### config.mk
export PLATFORM = sky130hd
export DESIGN_NAME = flow_q_vector_accumulator_core
export DESIGN_NICKNAME = d
export VERILOG_FILES = /design/src/sv/fqva_pkg.sv /design/src/sv/fqva_cordic.sv /design/src/sv/fqva_divider.sv /design/src/sv/flow_q_vector_accumulator_core.sv
export SDC_FILE = /design/constraint.sdc
export NUM_CORES = 2
export LEC_CHECK = 0
export BUFFER_PORTS_ARGS = -buffer_cell sky130_fd_sc_hd__buf_2
export CORE_MARGIN = 8
export CORE_UTILIZATION = 66
export DETAILED_ROUTE_END_ITERATION = 7
export PLACE_DENSITY = 0.83
export SLEW_MARGIN = 5
export SYNTH_ARGS = -nofsm -noshare
export SYNTH_HDL_FRONTEND = slang
export SYNTH_HIERARCHICAL = 1
export SYNTH_SLANG_ARGS = --single-unit
### constraint.sdc
create_clock -name clk -period 8.5 [get_ports clk]
set_clock_uncertainty 0.1 [all_clocks]
set_input_delay 1.275 -clock clk [delete_from_list [all_inputs] [get_ports clk]]
set_output_delay 1.275 -clock clk [all_outputs]
set_load 0.005 [all_outputs]
### src/sv/fqva_pkg.sv
// shared types, constants and the arctangent table for the flow q-vector accumulator
package fqva_pkg;

  localparam int unsigned ATAN_DEPTH = 24;
  localparam int unsigned ATAN_IDX_W = 5;
  localparam int unsigned SUM_W      = 48;
  localparam int unsigned WT_W       = 32;
  localparam int unsigned TRIG_W     = 17;
  localparam int unsigned PROD_W     = 33;
  localparam int unsigned Q_W        = 16;
  localparam int unsigned MULT_W     = 15;
  localparam int unsigned HARM_W     = 4;
  localparam int unsigned PHASE_W    = 16;
  localparam int unsigned WEIGHT_W   = 16;

  localparam logic [HARM_W-1:0] HARMONIC_RESET = 4'd2;

  localparam logic [1:0] CMD_ADD     = 2'd0;
  localparam logic [1:0] CMD_ADD_END = 2'd1;
  localparam logic [1:0] CMD_END     = 2'd2;
  localparam logic [1:0] CMD_NOP     = 2'd3;

  typedef struct packed {
    logic [1:0]                 cmd;
    logic [PHASE_W-1:0]         phase_angle;
    logic signed [WEIGHT_W-1:0] track_weight;
  } fqva_in_t;

  typedef struct packed {
    logic signed [Q_W-1:0] q_x;
    logic signed [Q_W-1:0] q_y;
    logic [MULT_W-1:0]     multiplicity;
    logic                  empty_event;
    logic                  zero_weight;
  } fqva_out_t;

  function automatic logic [31:0] atan_turn(input logic [ATAN_IDX_W-1:0] idx);
    logic [31:0] v;
    case (idx)
      5'd0:    v = 32'h20000000;
      5'd1:    v = 32'h12E4051E;
      5'd2:    v = 32'h09FB385B;
      5'd3:    v = 32'h051111D4;
      5'd4:    v = 32'h028B0D43;
      5'd5:    v = 32'h0145D7E1;
      5'd6:    v = 32'h00A2F61E;
      5'd7:    v = 32'h00517C55;
      5'd8:    v = 32'h0028BE53;
      5'd9:    v = 32'h00145F2F;
      5'd10:   v = 32'h000A2F98;
      5'd11:   v = 32'h000517CC;
      5'd12:   v = 32'h00028BE6;
      5'd13:   v = 32'h000145F3;
      5'd14:   v = 32'h0000A2FA;
      5'd15:   v = 32'h0000517D;
      5'd16:   v = 32'h000028BE;
      5'd17:   v = 32'h0000145F;
      5'd18:   v = 32'h00000A30;
      5'd19:   v = 32'h00000518;
      5'd20:   v = 32'h0000028C;
      5'd21:   v = 32'h00000146;
      5'd22:   v = 32'h000000A3;
      5'd23:   v = 32'h00000051;
      default: v = 32'h00000000;
    endcase
    return v;
  endfunction

endpackage

### src/sv/fqva_cordic.sv
// iterative cordic rotation giving cos and sin of a binary angle in q2.15
module fqva_cordic #(
  parameter int ANGLE_BITS   = 16,
  parameter int CORDIC_STEPS = 16
) (
  input  logic                                 clk,
  input  logic                                 rst_n,
  input  logic                                 start,
  input  logic [fqva_pkg::PHASE_W-1:0]         angle,
  output logic                                 done,
  output logic signed [fqva_pkg::TRIG_W-1:0]   cos_val,
  output logic signed [fqva_pkg::TRIG_W-1:0]   sin_val
);
  import fqva_pkg::*;

  localparam logic [31:0] KEEP_MASK = ~((32'd1 << (32 - ANGLE_BITS)) - 32'd1);
  localparam logic [ATAN_IDX_W-1:0] LAST_STEP = ATAN_IDX_W'(CORDIC_STEPS - 1);
  localparam logic signed [33:0] X_INIT = 34'sd652032874;

  typedef enum logic [1:0] {ST_IDLE, ST_ROT, ST_FIN} state_t;

  state_t                  state_r, state_nxt;
  logic signed [33:0]      x_r, x_nxt, y_r, y_nxt;
  logic signed [31:0]      z_r, z_nxt;
  logic [1:0]              quad_r, quad_nxt;
  logic [ATAN_IDX_W-1:0]   step_r, step_nxt;
  logic                    done_r, done_nxt;
  logic signed [TRIG_W-1:0] cos_r, cos_nxt, sin_r, sin_nxt;
  logic [31:0]             ang;
  logic signed [33:0]      dx, dy, cx, cy;
  logic signed [31:0]      atan_s;

  function automatic logic signed [TRIG_W-1:0] to_q15(input logic signed [33:0] v);
    logic signed [34:0] t;
    logic signed [34:0] r;
    t = $signed({v[33], v}) + 35'sd16384;
    r = t >>> 15;
    if (r > 35'sd32768) begin
      r = 35'sd32768;
    end else if (r < -35'sd32768) begin
      r = -35'sd32768;
    end
    return TRIG_W'(r);
  endfunction

  assign ang    = {angle, 16'h0000} & KEEP_MASK;
  assign dx     = y_r >>> step_r;
  assign dy     = x_r >>> step_r;
  assign atan_s = $signed(atan_turn(step_r));

  always_comb begin
    case (quad_r)
      2'd1: begin
        cx = -y_r;
        cy = x_r;
      end
      2'd2: begin
        cx = -x_r;
        cy = -y_r;
      end
      2'd3: begin
        cx = y_r;
        cy = -x_r;
      end
      default: begin
        cx = x_r;
        cy = y_r;
      end
    endcase
  end

  always_comb begin
    state_nxt = state_r;
    x_nxt     = x_r;
    y_nxt     = y_r;
    z_nxt     = z_r;
    quad_nxt  = quad_r;
    step_nxt  = step_r;
    done_nxt  = 1'b0;
    cos_nxt   = cos_r;
    sin_nxt   = sin_r;
    case (state_r)
      ST_IDLE: begin
        if (start) begin
          x_nxt     = X_INIT;
          y_nxt     = '0;
          z_nxt     = $signed({2'b00, ang[29:0]});
          quad_nxt  = ang[31:30];
          step_nxt  = '0;
          state_nxt = ST_ROT;
        end
      end
      ST_ROT: begin
        if (!z_r[31]) begin
          x_nxt = x_r - dx;
          y_nxt = y_r + dy;
          z_nxt = z_r - atan_s;
        end else begin
          x_nxt = x_r + dx;
          y_nxt = y_r - dy;
          z_nxt = z_r + atan_s;
        end
        step_nxt = step_r + 1'b1;
        if (step_r == LAST_STEP) begin
          state_nxt = ST_FIN;
        end
      end
      ST_FIN: begin
        cos_nxt   = to_q15(cx);
        sin_nxt   = to_q15(cy);
        done_nxt  = 1'b1;
        state_nxt = ST_IDLE;
      end
      default: begin
        state_nxt = ST_IDLE;
      end
    endcase
  end

  always_ff @(posedge clk) begin
    if (!rst_n) begin
      state_r <= ST_IDLE;
      done_r  <= 1'b0;
    end else begin
      state_r <= state_nxt;
      done_r  <= done_nxt;
    end
    x_r    <= x_nxt;
    y_r    <= y_nxt;
    z_r    <= z_nxt;
    quad_r <= quad_nxt;
    step_r <= step_nxt;
    cos_r  <= cos_nxt;
    sin_r  <= sin_nxt;
  end

  assign done    = done_r;
  assign cos_val = cos_r;
  assign sin_val = sin_r;

endmodule

### src/sv/fqva_divider.sv
// restoring divider giving a rounded, saturated q1.15 quotient of a sum by a weight
module fqva_divider (
  input  logic                               clk,
  input  logic                               rst_n,
  input  logic                               start,
  input  logic signed [fqva_pkg::SUM_W-1:0]  sum,
  input  logic [fqva_pkg::WT_W-1:0]          den,
  output logic                               done,
  output logic signed [fqva_pkg::Q_W-1:0]    quot
);
  import fqva_pkg::*;

  localparam int unsigned BIT_W = $clog2(Q_W);
  localparam int unsigned REM_W = SUM_W + 1;
  localparam logic [Q_W-1:0] POS_MAX = 16'h7FFF;
  localparam logic [Q_W-1:0] NEG_MAX = 16'h8000;

  typedef enum logic [2:0] {ST_IDLE, ST_LOAD, ST_CHK, ST_ITER, ST_FIN} state_t;

  state_t               state_r, state_nxt;
  logic [SUM_W-1:0]     sum_r, sum_nxt;
  logic [WT_W-1:0]      den_r, den_nxt;
  logic                 neg_r, neg_nxt;
  logic                 ovf_r, ovf_nxt;
  logic [REM_W-1:0]     rem_r, rem_nxt;
  logic [SUM_W-1:0]     dsh_r, dsh_nxt;
  logic [Q_W-1:0]       quo_r, quo_nxt;
  logic [BIT_W-1:0]     bit_r, bit_nxt;
  logic                 done_r, done_nxt;
  logic signed [Q_W-1:0] q_r, q_nxt;
  logic [SUM_W-1:0]     mag;
  logic                 fits;

  assign mag  = neg_r ? (~sum_r + 1'b1) : sum_r;
  assign fits = rem_r >= {1'b0, dsh_r};

  always_comb begin
    state_nxt = state_r;
    sum_nxt   = sum_r;
    den_nxt   = den_r;
    neg_nxt   = neg_r;
    ovf_nxt   = ovf_r;
    rem_nxt   = rem_r;
    dsh_nxt   = dsh_r;
    quo_nxt   = quo_r;
    bit_nxt   = bit_r;
    done_nxt  = 1'b0;
    q_nxt     = q_r;
    case (state_r)
      ST_IDLE: begin
        if (start) begin
          sum_nxt   = sum;
          den_nxt   = den;
          neg_nxt   = sum[SUM_W-1];
          state_nxt = ST_LOAD;
        end
      end
      ST_LOAD: begin
        rem_nxt   = {1'b0, mag} + REM_W'(den_r >> 1);
        dsh_nxt   = {den_r, 16'h0000};
        state_nxt = ST_CHK;
      end
      ST_CHK: begin
        ovf_nxt   = fits;
        dsh_nxt   = dsh_r >> 1;
        bit_nxt   = BIT_W'(Q_W - 1);
        state_nxt = ST_ITER;
      end
      ST_ITER: begin
        if (fits) begin
          rem_nxt = rem_r - {1'b0, dsh_r};
        end
        quo_nxt = {quo_r[Q_W-2:0], fits};
        dsh_nxt = dsh_r >> 1;
        bit_nxt = bit_r - 1'b1;
        if (bit_r == '0) begin
          state_nxt = ST_FIN;
        end
      end
      ST_FIN: begin
        if (neg_r) begin
          q_nxt = (ovf_r || quo_r > NEG_MAX) ? $signed(NEG_MAX) : $signed(~quo_r + 1'b1);
        end else begin
          q_nxt = (ovf_r || quo_r > POS_MAX) ? $signed(POS_MAX) : $signed(quo_r);
        end
        done_nxt  = 1'b1;
        state_nxt = ST_IDLE;
      end
      default: begin
        state_nxt = ST_IDLE;
      end
    endcase
  end

  always_ff @(posedge clk) begin
    if (!rst_n) begin
      state_r <= ST_IDLE;
      done_r  <= 1'b0;
    end else begin
      state_r <= state_nxt;
      done_r  <= done_nxt;
    end
    sum_r <= sum_nxt;
    den_r <= den_nxt;
    neg_r <= neg_nxt;
    ovf_r <= ovf_nxt;
    rem_r <= rem_nxt;
    dsh_r <= dsh_nxt;
    quo_r <= quo_nxt;
    bit_r <= bit_nxt;
    q_r   <= q_nxt;
  end

  assign done = done_r;
  assign quot = q_r;

endmodule

### src/sv/flow_q_vector_accumulator_core.sv
// top level of the flow q-vector accumulator: sequencer, event sums and result register
//
// requests arrive on in_req and are taken at a clock edge where start is high and busy
// is low; busy stays high while a request is worked on, so requests are taken one by one.
// an add request, if the track count is below MAX_TRACKS_PER_EVENT, scales the track
// angle by the harmonic order, rotates it through the cordic unit, multiplies by the
// weight and adds to the event sums. an end request divides both sums by the absolute
// weight sum with one shared restoring divider, one quotient after the other, and the
// result goes out after both quotients; an empty event or a zero weight sum skips
// division and is flagged instead. results appear on out_rsp for exactly one cycle
// with out_valid high; the receiver cannot stall, so each result must be taken then.
// an end request gives one result and clears the event; an unused command is dropped.
// cfg_we writes the harmonic order from cfg_wdata, to be done only while busy is low.
// synchronous reset clears the event sums, the track count and the sequencer and sets
// the harmonic order to 2.
module flow_q_vector_accumulator_core #(
  parameter int MAX_TRACKS_PER_EVENT = 16384,
  parameter int ANGLE_BITS           = 16,
  parameter int CORDIC_STEPS         = 16
) (
  input  logic                            clk,
  input  logic                            rst_n,
  input  logic                            start,
  input  fqva_pkg::fqva_in_t              in_req,
  output logic                            busy,
  output logic                            out_valid,
  output fqva_pkg::fqva_out_t             out_rsp,
  input  logic                            cfg_we,
  input  logic [fqva_pkg::HARM_W-1:0]     cfg_wdata
);
  import fqva_pkg::*;

  localparam int unsigned CNT_W = $clog2(MAX_TRACKS_PER_EVENT + 1);
  localparam logic [CNT_W-1:0] CNT_MAX = CNT_W'(MAX_TRACKS_PER_EVENT);

  typedef enum logic [2:0] {
    ST_IDLE, ST_DEC, ST_ROT, ST_ACC, ST_CHK, ST_DIVX, ST_DIVY, ST_EMIT
  } state_t;

  state_t                     state_r, state_nxt;
  logic [1:0]                 cmd_r, cmd_nxt;
  logic [PHASE_W-1:0]         nphase_r, nphase_nxt;
  logic signed [WEIGHT_W-1:0] weight_r, weight_nxt;
  logic [HARM_W-1:0]          harmonic_r, harmonic_nxt;
  logic signed [SUM_W-1:0]    cos_sum_r, cos_sum_nxt, sin_sum_r, sin_sum_nxt;
  logic signed [WT_W-1:0]     wt_r, wt_nxt;
  logic [CNT_W-1:0]           cnt_r, cnt_nxt;
  logic signed [PROD_W-1:0]   prod_c_r, prod_c_nxt, prod_s_r, prod_s_nxt;
  logic signed [Q_W-1:0]      qx_r, qx_nxt, qy_r, qy_nxt;
  logic                       empty_r, empty_nxt, zerow_r, zerow_nxt;
  logic                       out_valid_r, out_valid_nxt;
  fqva_out_t                  out_rsp_r, out_rsp_nxt;

  logic                       accept;
  logic                       add_ok;
  logic                       is_end;
  logic                       cordic_start, cordic_done;
  logic signed [TRIG_W-1:0]   cos_val, sin_val;
  logic                       div_start, div_done;
  logic signed [SUM_W-1:0]    div_sum;
  logic [WT_W-1:0]            div_den;
  logic signed [Q_W-1:0]      div_q;

  assign accept = start && (state_r == ST_IDLE);
  assign add_ok = (cmd_r == CMD_ADD || cmd_r == CMD_ADD_END) && (cnt_r < CNT_MAX);
  assign is_end = (cmd_r == CMD_ADD_END || cmd_r == CMD_END);

  assign cordic_start = (state_r == ST_DEC) && (cmd_r != CMD_NOP) && add_ok;
  assign div_start    = ((state_r == ST_CHK) && (cnt_r != '0) && (wt_r != '0)) ||
                        ((state_r == ST_DIVX) && div_done);
  assign div_sum      = (state_r == ST_CHK) ? cos_sum_r : sin_sum_r;
  assign div_den      = wt_r[WT_W-1] ? (~wt_r + 1'b1) : wt_r;

  fqva_cordic #(
    .ANGLE_BITS   (ANGLE_BITS),
    .CORDIC_STEPS (CORDIC_STEPS)
  ) u_cordic (
    .clk     (clk),
    .rst_n   (rst_n),
    .start   (cordic_start),
    .angle   (nphase_r),
    .done    (cordic_done),
    .cos_val (cos_val),
    .sin_val (sin_val)
  );

  fqva_divider u_div (
    .clk   (clk),
    .rst_n (rst_n),
    .start (div_start),
    .sum   (div_sum),
    .den   (div_den),
    .done  (div_done),
    .quot  (div_q)
  );

  always_comb begin
    state_nxt     = state_r;
    cmd_nxt       = cmd_r;
    nphase_nxt    = nphase_r;
    weight_nxt    = weight_r;
    harmonic_nxt  = cfg_we ? cfg_wdata : harmonic_r;
    cos_sum_nxt   = cos_sum_r;
    sin_sum_nxt   = sin_sum_r;
    wt_nxt        = wt_r;
    cnt_nxt       = cnt_r;
    prod_c_nxt    = prod_c_r;
    prod_s_nxt    = prod_s_r;
    qx_nxt        = qx_r;
    qy_nxt        = qy_r;
    empty_nxt     = empty_r;
    zerow_nxt     = zerow_r;
    out_valid_nxt = 1'b0;
    out_rsp_nxt   = out_rsp_r;
    case (state_r)
      ST_IDLE: begin
        if (accept) begin
          cmd_nxt    = in_req.cmd;
          nphase_nxt = PHASE_W'(harmonic_r * in_req.phase_angle);
          weight_nxt = in_req.track_weight;
          state_nxt  = ST_DEC;
        end
      end
      ST_DEC: begin
        if (cmd_r == CMD_NOP) begin
          state_nxt = ST_IDLE;
        end else if (add_ok) begin
          state_nxt = ST_ROT;
        end else if (is_end) begin
          state_nxt = ST_CHK;
        end else begin
          state_nxt = ST_IDLE;
        end
      end
      ST_ROT: begin
        if (cordic_done) begin
          prod_c_nxt = PROD_W'(weight_r) * PROD_W'(cos_val);
          prod_s_nxt = PROD_W'(weight_r) * PROD_W'(sin_val);
          state_nxt  = ST_ACC;
        end
      end
      ST_ACC: begin
        cos_sum_nxt = cos_sum_r + SUM_W'(prod_c_r);
        sin_sum_nxt = sin_sum_r + SUM_W'(prod_s_r);
        wt_nxt      = wt_r + WT_W'(weight_r);
        cnt_nxt     = cnt_r + 1'b1;
        state_nxt   = is_end ? ST_CHK : ST_IDLE;
      end
      ST_CHK: begin
        qx_nxt    = '0;
        qy_nxt    = '0;
        empty_nxt = 1'b0;
        zerow_nxt = 1'b0;
        if (cnt_r == '0) begin
          empty_nxt = 1'b1;
          state_nxt = ST_EMIT;
        end else if (wt_r == '0) begin
          zerow_nxt = 1'b1;
          state_nxt = ST_EMIT;
        end else begin
          state_nxt = ST_DIVX;
        end
      end
      ST_DIVX: begin
        if (div_done) begin
          qx_nxt    = div_q;
          state_nxt = ST_DIVY;
        end
      end
      ST_DIVY: begin
        if (div_done) begin
          qy_nxt    = div_q;
          state_nxt = ST_EMIT;
        end
      end
      ST_EMIT: begin
        out_rsp_nxt.q_x          = qx_r;
        out_rsp_nxt.q_y          = qy_r;
        out_rsp_nxt.multiplicity = MULT_W'(cnt_r);
        out_rsp_nxt.empty_event  = empty_r;
        out_rsp_nxt.zero_weight  = zerow_r;
        out_valid_nxt            = 1'b1;
        cos_sum_nxt              = '0;
        sin_sum_nxt              = '0;
        wt_nxt                   = '0;
        cnt_nxt                  = '0;
        state_nxt                = ST_IDLE;
      end
      default: begin
        state_nxt = ST_IDLE;
      end
    endcase
  end

  always_ff @(posedge clk) begin
    if (!rst_n) begin
      state_r     <= ST_IDLE;
      out_valid_r <= 1'b0;
      harmonic_r  <= HARMONIC_RESET;
      cos_sum_r   <= '0;
      sin_sum_r   <= '0;
      wt_r        <= '0;
      cnt_r       <= '0;
    end else begin
      state_r     <= state_nxt;
      out_valid_r <= out_valid_nxt;
      harmonic_r  <= harmonic_nxt;
      cos_sum_r   <= cos_sum_nxt;
      sin_sum_r   <= sin_sum_nxt;
      wt_r        <= wt_nxt;
      cnt_r       <= cnt_nxt;
    end
    cmd_r     <= cmd_nxt;
    nphase_r  <= nphase_nxt;
    weight_r  <= weight_nxt;
    prod_c_r  <= prod_c_nxt;
    prod_s_r  <= prod_s_nxt;
    qx_r      <= qx_nxt;
    qy_r      <= qy_nxt;
    empty_r   <= empty_nxt;
    zerow_r   <= zerow_nxt;
    out_rsp_r <= out_rsp_nxt;
  end

  assign busy      = (state_r != ST_IDLE);
  assign out_valid = out_valid_r;
  assign out_rsp   = out_rsp_r;

endmodule

# Word-level counts from Yosys, hierarchy flattened
# Memories as Yosys holds them, arrays and structs flattened. A register that Yosys moved wholly into a read port is not among the register bits.
# Cells that the tools add are included.
# op_classes
n_addsub	21
multipliers	3
n_lt_le_gt_ge	8
n_eq_ne	30
n_shift	2
mux	54
bitwise_logic	3
reduce_logical	43
# ops
operator	n
$pmux W48 S2	3
$pmux W34 S3	2
$mux W34	4
$pmux W34 S2	2
$pmux W32 S2	2
$pmux W49 S2	1
$add A48 B33 Y48	2
$mux W48	2
$add A34 B16 Y35 const B	2
$add A34 B34 Y34	2
$neg A34 Y34	2
$sshr A34 B5 Y34	2
$sub A34 B34 Y34	2
$mul A16 B17 Y33	2
$mux W16	4
$mux W32	2
$pmux W16 S2	2
$add A48 B31 Y49	1
$ge A49 B48 Y1	1
$mux W49	1
$sub A49 B48 Y49	1
$add A48 B1 Y48 const B	1
$not A48 Y48	1
$gt A20 B17 Y1 const B	2
49 further kinds	118
# word_totals
register_bits	697
mem_bits_ro	960
out_inout_bits	51
wordCells	209
n_memories	1
# mem_list
name	words	word_bits	rd	rd_clocked_by_memory_dff	wr	line_no	text
(no name shown)	32	30	1	1	0	fqva_pkg.sv:39	case (idx)

# Longest topological paths before layout
# logic_depth
word_depth	7
mapped_depth	28
depth_no_buf	24

# Hierarchy
# The synthesis kept the hierarchy.
# by_module_without_submodules
mod	n_inst	cells_per_inst	area_each_um2	seq_area_each_um2
flow_q_vector_accumulator_core	1	4418	40951.8	8518.2
fqva_cordic	1	2503	21368.0	4894.7
fqva_divider	1	1401	14037.2	6506.2

# Worst setup path before layout
# No wires, ideal clock.
# synth_timing
kind	register -> register
from	reg weight_r[15]
to	reg prod_s_r[31], data pin
setup_time_ps	259
arrival_ps	6763
path_slack_ps	1378
stages_incl_launch_ff	23
n_path_buf	3
period_less_slack_ps	7122
cell_sequence	edfxtp_1 > inv_1 > clkbuf_1 > buf_1 > nor2_1 > fa_1 > fa_1 > fa_1 > fa_1 > fa_1 > inv_1 > fa_1 > inv_1 > ha_1 > clkbuf_1 > nand3_1 > or3_1 > or2_2 > and3b_1 > nor3_1 > o21ai_1 > nor4b_1 > a211o_1
# synth_via
elab_chain_len	1
# synth_lines
item	line_no	text
start, declared	flow_q_vector_accumulator_core.sv:43	logic signed [WEIGHT_W-1:0] weight_r, weight_nxt;
start signal, assigned	flow_q_vector_accumulator_core.sv:215	weight_r <= weight_nxt;
$mul A16 B17 Y33	flow_q_vector_accumulator_core.sv:138	prod_s_nxt = PROD_W'(weight_r) * PROD_W'(sin_val);
end signal, assigned	flow_q_vector_accumulator_core.sv:217	prod_s_r <= prod_s_nxt;
end, declared	flow_q_vector_accumulator_core.sv:48	logic signed [PROD_W-1:0] prod_c_r, prod_c_nxt, prod_s_r, prod_s_nxt;
# Every way passes these cells.
# A chain may end at the register's enable or synchronous reset.

# Final worst setup path
# layout_timing
from	reg weight_r[3]
to	reg prod_c_r[32], data pin
# layout_via
elab_chain_len	1
# layout_lines
item	line_no	text
$mul A16 B17 Y33	flow_q_vector_accumulator_core.sv:137	prod_c_nxt = PROD_W'(weight_r) * PROD_W'(cos_val);
end signal, assigned	flow_q_vector_accumulator_core.sv:216	prod_c_r <= prod_c_nxt;
end, declared	flow_q_vector_accumulator_core.sv:48	
# Every way passes these cells.

==> impl_metrics.tcl <==
set metrics [dict create \
    ys_seq_area_share_pct 26.1 \
    worst_pin_slew_ns 1.31 \
    critical_path.max_stage_delay_ns 0.84 \
    critPathCaptureType "flip-flop" \
    area_growth_syn_to_layout_pct 5.94 \
    hold_buffers 0 \
    post-route-period-util_pct 89.0 \
    arrival_ns 7.86 \
    setup_tns_ns 0 \
    ant_nets 0 \
    ys.warnings.count 6 \
    gp_congestion 0.981 \
    dp_cells 9626 \
    wl_mm 214 \
    irDropWorstVdd_v 0.000617 \
    fp.coreArea_sq_mm 0.115 \
    post-cts-setup-buffer-count 0 \
    routedWlPerCell_microns 21.9 \
    grt_first_pass_wirelength_mm 339 \
    async_flop_share_pct 0 \
    nets 9340 \
    max_cap_violations 0 \
    die_w_microns 356 \
    final_layout_size_suffix_gt1_share_pct 7.43 \
    n_fill_cell 8495 \
    worst-path-buf-inv 4 \
    seq_area_sq_mm 0.0199 \
    first_global_vias 62800 \
    critical-path-top-delay-family "adder cells" \
    synth_ff_type "edfxtp_1" \
    num_vias 63100 \
    setup_violations 0 \
    die_h_microns 356 \
    muxShareOfSynthArea_pct 4.86 \
    fin_cells 9790 \
    min_period_ns 7.56 \
    switching_share_pct 44.8 \
    multi_input_area_sq_mm 0.0516 \
    htree_num_levels 3 \
    cts_resized 0 \
    clock_latency_ns 0.69 \
    status "complete, no violations" \
    initial_utilization_pct 66.7 \
    synthAdderAreaFrac_pct 23.7 \
    power.density_mw_per_mm2 271 \
    dp_hpwl_mm 162 \
    r2r_slack_ns 0.94 \
    grt_max_degree 94 \
    crit_slowest_cell "edfxtp_1" \
    synth_area_sq_mm 0.0764 \
    fmax_mhz 132 \
    num_rows 124 \
    rsz0062_at_grt "false" \
    crit_top_cell "fa_1" \
    ys_ff_latch 726 \
    pin_count 93 \
    clock_path_buffers 3 \
    drc 0 \
    antenna_found_initial 10 \
    hold_class "flip-flop to flip-flop" \
    io_buffer_count 92 \
    gr-total-overflow 0 \
    p_seq_share_pct 21.2 \
    viasPerCell 6.45 \
    crit_fanout 19 \
    slew_headroom_pct 10.3 \
    netlist-cell-type-count 127 \
    drt_first_pass_iters 8 \
    cts_buffers 85 \
    syn-num-nets 9461 \
    synth_xor_area_share_pct 6.40 \
    pwr-share-comb_pct 61.0 \
    worstPathRequired_ns 8.80 \
    fp.dieArea_sq_mm 0.127 \
    syn_area_per_cell_sq_um 9.18 \
    internal_power_mw 12.1 \
    path_cells "buf_4 > nand2_1 > fa_1 > fa_1 > fa_1 > inv_1 > fa_1 > fa_1 > inv_1 > fa_1 > inv_1 > ha_1 > a21oi_1 > o21ai_0 > a211oi_1 > o2111ai_1 > nand2_1 > o21ai_1 > o41ai_1 > o2111ai_1 > a21oi_1 > xnor2_1" \
    power_switching_mw 9.82 \
    drt_iter0_drc 7011 \
    synth_edf_count 538 \
    hold_viol 0 \
    p_leak_nw 34.8 \
    grtUsageTotal_pct 33.1 \
    path_class "flip-flop to flip-flop" \
    synth_compound_area_share_pct 15.5 \
    cp-start-kind "flip-flop" \
    p_clk_share_pct 17.8 \
    cts_tree "done" \
    syn-instance-count 8322 \
    drv_slew 0 \
    root_buffer "clkbuf_16" \
    synth_top_family_by_area "adder cells" \
    path_clk_slew_ns 0.06 \
    cts.sinks 726 \
    yosys.area_share.simple_pct 16.9 \
]
## state kept, by name, indices dropped and copies added, names as in the netlist, 17 cells and up
register and cells:
u_cordic/atan_s 30, u_div/dsh_r 48, prod_c_r 33, u_cordic/y_r 34
u_div/sum_r 48, sin_sum_r 48, u_cordic/cos_val 17, u_div/den_r 32
cos_sum_r 48, wt_r 32, prod_s_r 33, u_cordic/z_r 32
u_div/rem_r 49, u_cordic/sin_val 17, u_cordic/x_r 34, out_rsp 49
## through the flow
step	area, sq um	setup WS [ns]	util (%)	hold slack, ns	power, mW
5_1_grt	80900	0.493	70.6	0.327	23.7
2_1_floorplan	76400	1.38	-	0.300	14.6
3_5_place_dp	77900	1.03	68.0	0.305	17.9
3_3_place_gp	77900	1.13	68.0	0.303	17.5
6_report	80900	0.938	70.7	0.320	21.9
4_1_cts	80900	0.996	70.6	0.322	21.9
## cell usage in the layout, fill, tap and decap left out, types with 77 or more instances in the layout
| cell type | netlist | final |
|---|---|---|
| a211oi_1 | 82 | 82 |
| nor2_1 | 589 | 586 |
| nor3_1 | 149 | 144 |
| nand3_1 | 141 | 141 |
| buf_4 | 4 | 83 |
| ha_1 | 512 | 512 |
| inv_1 | 896 | 894 |
| xnor2_1 | 338 | 338 |
| o21ai_0 | 362 | 362 |
| a21oi_1 | 490 | 490 |
| mux2i_1 | 77 | 77 |
| clkbuf_16 | 0 | 87 |
| a21o_1 | 194 | 194 |
| nand2_1 | 795 | 792 |
| mux4_2 | 93 | 93 |
| fa_1 | 585 | 585 |
| xor2_1 | 218 | 218 |
| and2_1 | 360 | 360 |
| dfxtp_1 | 188 | 188 |
| edfxtp_1 | 538 | 538 |
| buf_2 | 37 | 92 |
## final timing paths
kind,from,to,cells past startpoint
hold reg to reg,qx_r[12],out_rsp[45],0
hold / removal,qx_r[12],out_rsp[45],0
setup reg to reg,weight_r[3],prod_c_r[32],22
setup / recovery,weight_r[3],prod_c_r[32],22
## final cells by class
type / count / share of cell area (%)
multi-input cells: 6306 / 63.7
flip-flops and latches: 726 / 24.6
inverters: 905 / 4.20
clock buffers: 109 / 2.88
well taps: 1512 / 2.34
repair buffers: 177 / 1.39
clock inverters: 50 / 0.803
diodes: 5 / 0.0155
## power by group through the flow
stage	Clock (mW)	Sequential (mW)	Combinational, mW
after detailed placement	0	4.72	13.2
after floorplan	0	4.64	9.94
after global placement	0	4.71	12.8
after global routing	4.07	4.66	15.0
final	3.90	4.65	13.4
after CTS	3.95	4.64	13.3
## routing by layer
metal	vias to the layer above	wire length (microns)	global-route usage [%]
li1	28700	-	-
met1	30600	82600	42.1
met2	3138	99700	54.2
met3	677	18600	5.25
met4	4	13400	18.2
met5	-	26	0
## worst register-to-register path, delay by kind of cell, from the launching register on
| kind | cells | cell delay, ns |
|---|---|---|
| AO/OA/AOI/OAI | 8 | 2.06 |
| buffers and inverters | 4 | 0.51 |
| XOR/XNOR | 1 | 0.08 |
| flip-flops | 1 | 0.84 |
| AND/OR/NAND/NOR | 2 | 0.26 |
| adder cells (fa/ha/maj) | 7 | 3.41 |
## synthesized netlist by cell type, drive strengths merged, types with 142 or more instances
cell | n | area share [%]
inv | 900 | 4.4
edfxtp | 538 | 21
a21oi | 493 | 3.3
dfxtp | 188 | 4.9
fa | 585 | 15
a21o | 194 | 1.9
nand2 | 796 | 3.9
xor2 | 219 | 2.5
xnor2 | 338 | 3.9
o21ai | 404 | 2.7
nor2 | 590 | 2.9
nand3 | 142 | 0.94
and2 | 362 | 3.0
ha | 512 | 8.4
nor3 | 156 | 1.1
clkbuf | 305 | 1.5
## kinds of logic after synthesis
kind of cell | count (synthesis)
xor gates and xnor gates | 557
AOI/OAI and AO/OA | 1809
adders and majority gates | 1097
DFF | 726
and+or+nand+nor | 2599
buffers and inverters | 1290
muxes | 244
Note: power is estimated with default switching activity, not from simulation.
